`src/design/spq_pkg.sv`:
```
// shared types and constants for the sorted priority queue
// no dependencies; imported by every module of the block

package spq_pkg;

  // defaults for the top-level parameters
  localparam int unsigned DEF_CAPACITY      = 16;
  localparam int unsigned DEF_PRIORITY_BITS = 16;

  // fixed field widths of the stream items
  localparam int unsigned OPCODE_W = 2;
  localparam int unsigned PRIO_W   = 16;
  localparam int unsigned TAG_W    = 16;
  localparam int unsigned CFG_W    = 5;
  localparam int unsigned COUNT_W  = 5;
  localparam int unsigned IN_W     = 40;
  localparam int unsigned OUT_W    = 40;

  // opcodes carried by an input item
  typedef enum logic [OPCODE_W-1:0] {
    OP_INSERT = 2'd0,
    OP_REMOVE = 2'd1,
    OP_PEEK   = 2'd2,
    OP_NOP    = 2'd3
  } opcode_e;

  // per-cycle command broadcast along the cell chain
  typedef struct packed {
    logic insert;
    logic remove;
  } cell_ctrl_t;

endpackage

```
`src/design/spq_cell.sv`:
```
// one storage cell of the sorted chain: holds a single (priority, tag) entry
// depends on spq_pkg for the command struct

module spq_cell #(
  parameter int unsigned PW = 16
) (
  input  logic                      clk_i,
  input  spq_pkg::cell_ctrl_t       ctrl_i,
  input  logic                      valid_i,
  input  logic                      prev_gt_i,
  input  logic [PW-1:0]             prev_prio_i,
  input  logic [spq_pkg::TAG_W-1:0] prev_tag_i,
  input  logic [PW-1:0]             next_prio_i,
  input  logic [spq_pkg::TAG_W-1:0] next_tag_i,
  input  logic [PW-1:0]             new_prio_i,
  input  logic [spq_pkg::TAG_W-1:0] new_tag_i,
  output logic                      gt_o,
  output logic [PW-1:0]             prio_o,
  output logic [spq_pkg::TAG_W-1:0] tag_o,
  output logic [PW-1:0]             prio_next_o,
  output logic [spq_pkg::TAG_W-1:0] tag_next_o
);
  import spq_pkg::*;

  logic [PW-1:0]    prio_q, prio_d;
  logic [TAG_W-1:0] tag_q, tag_d;

  // held entry outranks the new one strictly, so it stays closer to the top
  assign gt_o = valid_i && ($signed(prio_q) > $signed(new_prio_i));

  // keep, take the new entry, shift down from above, or shift up on remove
  always_comb begin
    prio_d = prio_q;
    tag_d  = tag_q;
    if (ctrl_i.insert && !gt_o) begin
      if (prev_gt_i) begin
        prio_d = new_prio_i;
        tag_d  = new_tag_i;
      end else begin
        prio_d = prev_prio_i;
        tag_d  = prev_tag_i;
      end
    end else if (ctrl_i.remove) begin
      prio_d = next_prio_i;
      tag_d  = next_tag_i;
    end
  end

  // entry storage
  always_ff @(posedge clk_i) begin
    prio_q <= prio_d;
    tag_q  <= tag_d;
  end

  assign prio_o      = prio_q;
  assign tag_o       = tag_q;
  assign prio_next_o = prio_d;
  assign tag_next_o  = tag_d;

endmodule

```
`src/design/sorted_priority_queue_unit.sv`:
```
// Sorted priority queue: a chain of CAPACITY cells kept in descending order, maximum in cell 0.
// An insert compares the new entry against all cells at once and shifts the lower
// part of the chain down by one cell, a remove shifts the whole chain up by one cell. A new item
// is accepted in every cycle in which the output register is empty or being drained, and its
// result appears in the output register on the following cycle. The capacity register may only
// be written while the queue is idle; 0 acts as 1 and values above CAPACITY act as CAPACITY.
// No clearing pass is needed after reset. Depends on spq_pkg and spq_cell.

module sorted_priority_queue_unit #(
  parameter int unsigned CAPACITY      = spq_pkg::DEF_CAPACITY,
  parameter int unsigned PRIORITY_BITS = spq_pkg::DEF_PRIORITY_BITS
) (
  input  logic                      clk_i,
  input  logic                      rst_ni,
  // input items
  input  logic                      s_axis_tvalid,
  output logic                      s_axis_tready,
  // [1:0] opcode, [17:2] priority_in, [33:18] tag_in, [39:34] zero
  input  logic [spq_pkg::IN_W-1:0]  s_axis_tdata,
  // result items
  output logic                      m_axis_tvalid,
  input  logic                      m_axis_tready,
  // [0] ok, [16:1] top_priority, [32:17] top_tag, [37:33] count,
  // [38] is_empty, [39] is_full
  output logic [spq_pkg::OUT_W-1:0] m_axis_tdata,
  // capacity register write
  input  logic                      cfg_valid_i,
  output logic                      cfg_ready_o,
  input  logic [spq_pkg::CFG_W-1:0] cfg_data_i
);
  import spq_pkg::*;

  localparam int unsigned CW   = $clog2(CAPACITY + 1);
  localparam int unsigned CMPW = (CW > CFG_W) ? CW : CFG_W;
  localparam int unsigned XW   = (PRIORITY_BITS > PRIO_W) ? PRIORITY_BITS : PRIO_W;

  logic [CFG_W-1:0]         cap_q;
  logic [CW-1:0]            count_q, count_d;
  logic [CMPW-1:0]          cap_raw, cap_eff;
  logic                     in_fire;
  opcode_e                  op;
  logic [XW-1:0]            in_prio_ext;
  logic [PRIORITY_BITS-1:0] new_prio;
  logic [TAG_W-1:0]         new_tag;
  logic                     can_insert, can_remove, ok;
  cell_ctrl_t               ctrl;

  logic [CAPACITY-1:0]      gt;
  logic [PRIORITY_BITS-1:0] prio_q  [CAPACITY];
  logic [TAG_W-1:0]         tag_q   [CAPACITY];
  logic [PRIORITY_BITS-1:0] prio_nx [CAPACITY];
  logic [TAG_W-1:0]         tag_nx  [CAPACITY];

  logic                     out_valid_q;
  logic [OUT_W-1:0]         out_q;
  logic [XW-1:0]            top_ext;
  logic [PRIO_W-1:0]        top_prio;
  logic [TAG_W-1:0]         top_tag;
  logic                     empty_d, full_d;

  // capacity register
  assign cfg_ready_o = 1'b1;
  always_ff @(posedge clk_i or negedge rst_ni) begin
    if (!rst_ni) begin
      cap_q <= CFG_W'(CAPACITY);
    end else if (cfg_valid_i) begin
      cap_q <= cfg_data_i;
    end
  end

  // effective capacity, saturated to 1..CAPACITY
  assign cap_raw = CMPW'(cap_q);
  always_comb begin
    cap_eff = cap_raw;
    if (cap_raw == '0) begin
      cap_eff = CMPW'(1);
    end else if (cap_raw > CMPW'(CAPACITY)) begin
      cap_eff = CMPW'(CAPACITY);
    end
  end

  // input decode
  assign s_axis_tready = !out_valid_q || m_axis_tready;
  assign in_fire       = s_axis_tvalid && s_axis_tready;
  assign op            = opcode_e'(s_axis_tdata[1:0]);
  assign in_prio_ext   = XW'(s_axis_tdata[17:2]);
  assign new_prio      = in_prio_ext[PRIORITY_BITS-1:0];
  assign new_tag       = s_axis_tdata[33:18];

  assign can_insert = (CMPW'(count_q) < cap_eff);
  assign can_remove = (count_q != '0);

  // operation and new count
  always_comb begin
    ok          = 1'b0;
    ctrl.insert = 1'b0;
    ctrl.remove = 1'b0;
    count_d     = count_q;
    case (op)
      OP_INSERT: begin
        ok          = can_insert;
        ctrl.insert = in_fire && can_insert;
        if (can_insert) count_d = count_q + CW'(1);
      end
      OP_REMOVE: begin
        ok          = can_remove;
        ctrl.remove = in_fire && can_remove;
        if (can_remove) count_d = count_q - CW'(1);
      end
      OP_PEEK: begin
        ok = 1'b1;
      end
      default: begin
        ok = 1'b0;
      end
    endcase
  end

  always_ff @(posedge clk_i or negedge rst_ni) begin
    if (!rst_ni) begin
      count_q <= '0;
    end else if (in_fire) begin
      count_q <= count_d;
    end
  end

  // cell chain
  for (genvar k = 0; k < CAPACITY; k++) begin : g_cell
    logic                     prev_gt;
    logic [PRIORITY_BITS-1:0] prev_prio, next_prio;
    logic [TAG_W-1:0]         prev_tag, next_tag;

    if (k == 0) begin : g_head
      assign prev_gt   = 1'b1;
      assign prev_prio = '0;
      assign prev_tag  = '0;
    end else begin : g_body
      assign prev_gt   = gt[k-1];
      assign prev_prio = prio_q[k-1];
      assign prev_tag  = tag_q[k-1];
    end

    if (k == CAPACITY - 1) begin : g_tail
      assign next_prio = '0;
      assign next_tag  = '0;
    end else begin : g_mid
      assign next_prio = prio_q[k+1];
      assign next_tag  = tag_q[k+1];
    end

    spq_cell #(
      .PW (PRIORITY_BITS)
    ) u_cell (
      .clk_i       (clk_i),
      .ctrl_i      (ctrl),
      .valid_i     (count_q > CW'(k)),
      .prev_gt_i   (prev_gt),
      .prev_prio_i (prev_prio),
      .prev_tag_i  (prev_tag),
      .next_prio_i (next_prio),
      .next_tag_i  (next_tag),
      .new_prio_i  (new_prio),
      .new_tag_i   (new_tag),
      .gt_o        (gt[k]),
      .prio_o      (prio_q[k]),
      .tag_o       (tag_q[k]),
      .prio_next_o (prio_nx[k]),
      .tag_next_o  (tag_nx[k])
    );
  end

  // result fields taken from the head cell's next value
  assign empty_d  = (count_d == '0);
  assign full_d   = (CMPW'(count_d) >= cap_eff);
  assign top_ext  = XW'($signed(prio_nx[0]));
  assign top_prio = empty_d ? '1 : top_ext[PRIO_W-1:0];
  assign top_tag  = empty_d ? '0 : tag_nx[0];

  // output register
  always_ff @(posedge clk_i or negedge rst_ni) begin
    if (!rst_ni) begin
      out_valid_q <= 1'b0;
    end else if (in_fire) begin
      out_valid_q <= 1'b1;
    end else if (m_axis_tready) begin
      out_valid_q <= 1'b0;
    end
  end

  always_ff @(posedge clk_i) begin
    if (in_fire) begin
      out_q <= {full_d, empty_d, COUNT_W'(count_d), top_tag, top_prio, ok};
    end
  end

  assign m_axis_tvalid = out_valid_q;
  assign m_axis_tdata  = out_q;

endmodule

```
`config.mk`:
```
export PLATFORM = sky130hd
export DESIGN_NAME = sorted_priority_queue_unit
export DESIGN_NICKNAME = d
export VERILOG_FILES = /design/src/design/spq_pkg.sv /design/src/design/spq_cell.sv /design/src/design/sorted_priority_queue_unit.sv
export SDC_FILE = /design/constraint.sdc
export NUM_CORES = 2
export LEC_CHECK = 0
export BUFFER_PORTS_ARGS = -buffer_cell sky130_fd_sc_hd__buf_2
export CORE_MARGIN = 2
export CORE_UTILIZATION = 60
export CTS_BUF_LIST = sky130_fd_sc_hd__clkbuf_4 sky130_fd_sc_hd__clkbuf_8 sky130_fd_sc_hd__clkbuf_16
export CTS_CLUSTER_SIZE = 24
export DETAILED_ROUTE_END_ITERATION = 6
export HOLD_SLACK_MARGIN = 0.02
export PLACE_DENSITY = 0.77
export SLEW_MARGIN = 0
export SYNTH_ARGS = -nofsm -noshare
export SYNTH_HDL_FRONTEND = slang
export SYNTH_HIERARCHICAL = 1
export SYNTH_SLANG_ARGS = --single-unit
```
`constraint.sdc`:
```
create_clock -name clk_i -period 8.95 [get_ports clk_i]
set_input_delay 1.79 -clock clk_i [delete_from_list [all_inputs] [get_ports clk_i]]
set_output_delay 1.79 -clock clk_i [all_outputs]
set_load 0.1 [all_outputs]
```
Word-level counts from Yosys, hierarchy flattened
Index checks and enable logic that the tools add are counted.
Widths: inputs -> output; s select.
{ "op_classes": {"n_lt_le_gt_ge": 35, "n_eq_ne": 2, "muxes": 103, "n_reduce_logical": 73, "add_sub_neg": 2} }
{ "ops": {"columns": ["op", "n"], "rows": [
  ["$mux 16", 93],
  ["$gt 16x16->1", 16],
  ["$gt 5x4->1 const B", 8],
  ["$logic_and 1x1->1", 35],
  ["$reduce_bool 2->1", 16],
  ["$gt 5x3->1 const B", 4],
  ["$mux 5", 4],
  ["$logic_not 1->1", 17],
  ["$gt 5x1->1 const B", 2],
  ["$gt 5x2->1 const B", 2],
  ["$logic_not 5->1", 2],
  ["$pmux 5 s2", 1],
  ["$add 5x1->5 const B", 1],
  ["$ge 5x5->1", 1],
  ["$gt 5x5->1 const B", 1],
  ["$lt 5x5->1", 1],
  ["$reduce_bool 5->1", 1],
  ["$sub 5x1->5 const B", 1],
  ["$mux 1", 4],
  ["$pmux 1 s3", 1],
  ["$eq 2x1->1 const B", 1],
  ["$eq 2x2->1 const B", 1],
  ["$logic_not 2->1", 1],
  ["$logic_or 1x1->1", 1]
]} }
{ "totals": {"output_inout_bits": 43, "ff_bits": 563, "word_cells": 252} }

Longest topological paths before layout
{ "depth": {"word_depth": 8, "mapped_depth": 14, "mapped_depth_nobuf": 14} }

Cells and area by module
The synthesis kept the hierarchy.
{ "by_module_without_submodules": {"columns": ["mod", "seq_area_each_um2", "instances", "cells_each", "area_per_inst_um2"], "rows": [
  ["spq_cell (g_cell[0].u_cell ...)", 640.6, 10, 198, 2172.1],
  ["spq_cell (g_cell[5].u_cell ...)", 640.6, 5, 196, 2130.8],
  ["sorted_priority_queue_unit", 1477.7, 1, 245, 2812.7],
  ["spq_cell (g_cell[11].u_cell)", 640.6, 1, 201, 2133.3]
]} }

Least setup slack after synthesis
No wires, ideal clock.
{ "synth_path": {"path_type": "input to register", "start": "input port m_axis_tready", "end": "register out_q[10] (netlist: m_axis_tdata[10]) (data pin)", "slack_ns": 2.930, "arrival_ns": 5.765, "stages": 7, "cell_sequence": "nand2b_1 nand2_1 nor2_1 o31ai_4 buf_8 mux2i_1 a31o_1"} }
{ "synth_lines": {"columns": ["element", "line_no", "text"], "rows": [
  ["start, declared", "sorted_priority_queue_unit.sv:22", "input logic m_axis_tready,"],
  ["end signal, assigned", "sorted_priority_queue_unit.sv:192", "out_q <= {full_d, empty_d, COUNT_W'(count_d), top_tag, top_prio, ok};"],
  ["end, declared", "sorted_priority_queue_unit.sv:55", "logic [OUT_W-1:0] out_q;"]
]} }

==> results.tsv <==
metric	value	unit
min_path_cells	2	
drv_cap	0	
die_w	253.4	um
crit_chain	buf_2 > inv_1 > ha_1 > nor2b_1 > o211ai_1 > a2111o_1 > and3_4 > o31ai_4 > buf_4 > mux2i_1 > a31o_1	
hold_violations	0	
root_buffer	clkbuf_16	
portBuffers	85	
min_path_type	register to register	
track_usage	25.34	%
min-delay-start	g_cell[0].u_cell/tag_o[1]	
synth_cells	3405	
cts_hold_buf	0	
nets	3794	
drt-total-wl	82080	um
status	completed	
peakVddDrop	273.1	uV
cts_resized	0	
power_density	343.7	nW/um2
hpwlAfterDp	59520	um
setup_tns	0	ns
start_util	60.58	%
design.portCount	93	
worstRegToRegCells	11	
area_delta_synth_final	6.897	%
final_cell_mix	mux2i_1 (1536), dfxtp_1 (512), inv_1 (269), ha_1 (269), buf_2 (85)	
p_leak	20.34	nW
drc_errors	0	
n_antenna_cell	0	
min_to	g_cell[1].u_cell/tag_o[1]	
crit_slowest_cell	o31ai_4	
worst_pin_slew	1.185	ns
dp_cells	4250	
netlist_area	37320	um2
grt_pass1_wl	135900	um
clk_pin_slew	0.06	ns
final_cell_count_no_fill	4363	
cp.required	9.36	ns
drt-vias-per-instance	5.915	
fin_crit_sh	56.11	%
critPathMaxFanout	32	
placed_area	37730	um2
antenna_left	0	
rows	91	
fp.dieH	253.4	um
cp_num_buf_inv	3	
first_pass_iters	5	
finalMaxSlewViolations	0	
place.gp.congestion	0.8262	
fin_area	39890	um2
avgSynthCellArea	10.96	um2
fp.coreArea	61600	um2
antenna_found_initial	0	
htreeDepth	2	
reg2reg_from	cap_q[4]	
cts_buffer_depth	3	
drive_above_1_share	9.132	%
hold_ws	0.5306	ns
finalCriticalPeriod	5.022	ns
clock-sinks	563	
r2r-end	m_axis_tdata[5]	
die_area	64200	um2
grt_max_degree	155	
finalSetupViolations	0	
wl_per_cell	18.81	um
clock_skew	0.02458	ns
endpoint_kind	register	
rsz0062_at_grt	no	
post-cts-setup-buffer-count	0	
final_util	64.76	%
overflow	0	
ff2ff_setup_slack	4.62	ns
cts_made_buffers	60	
layout_commonest_cell	mux2i_1	
slew_headroom	21.03	%
clk_latency	0.65	ns
max_freq	199.1	MHz
yosys_warnings	6	
grt_pass1_vias	27210	
cts_tree	done	
vias	25810	
drtIter0Drc	1420	
crit_family	compound AO/OA/AOI/OAI gates	
criticalPathCategory	primary input to register	
worstPathArrival	5.43	ns
max_stage_delay	0.74	ns
startpoint_type	primary input	
==> worst register-to-register path, stage by stage (launching register included) <==
cell     delay [ns]
dfstp_2        0.57
inv_1          0.10
nand2_1        0.14
ha_1           0.28
a41oi_1        0.26
o21a_1         0.30
nand3_1        0.26
nor2_4         0.88
o31ai_4        0.44
buf_4          0.40
mux2i_1        0.23
a31o_1         0.24
==> worst max path at each step <==
stage / start / to / slack, ns / cells past startpoint
floorplan: m_axis_tready / m_axis_tdata[10] / 2.93 / 7
global placement: s_axis_tdata[3] / m_axis_tdata[5] / 3.43 / 11
detailed placement: s_axis_tdata[3] / m_axis_tdata[5] / 3.32 / 11
global route: s_axis_tdata[3] / m_axis_tdata[5] / 3.80 / 11
finish: s_axis_tdata[3] / m_axis_tdata[5] / 3.93 / 11
CTS: s_axis_tdata[3] / m_axis_tdata[5] / 3.99 / 11
==> cell type report <==
class,instances,area (um2)
Timing Repair Buffer,133,823.3
Fill cell,4773,21710
Tap cell,837,1047
Multi-Input combinational cell,2446,23120
Sequential cell,563,11730
Clock inverter,20,306.5
Clock buffer,93,1848
Inverter,271,1020
==> layer usage <==
metal	track usage (%)	part of all wire [%]
met5	0	0
met3	2.991	3.1
met1	31.74	45
met2	44.84	49
met4	8.724	2.9
==> power breakdown <==
part | internal [mW] | switching [mW] | leakage [nW]
Combinational | 2.92 | 3.54 | 14.5
Clock | 1.60 | 1.08 | 1.08
Sequential | 3.63 | 0.953 | 4.78
==> per-stage QoR <==
stage          power [mW]  setup slack (ns)
6_report            13.71             3.928
5_1_grt             14.59             3.798
4_1_cts             13.73             3.989
3_5_place_dp        10.98             3.318
3_3_place_gp        10.66             3.429
2_1_floorplan       9.743             2.930
==> registers in the layout (all words and copies together) (netlist names) <==
name / flops
g_cell.u_cell/prio_o: 256
count_q: 5
m_axis_tdata: 40
g_cell.u_cell/tag_o: 256
m_axis_tvalid: 1
cap_q: 5
No activity file was read; power rests on OpenSTA's default activity.
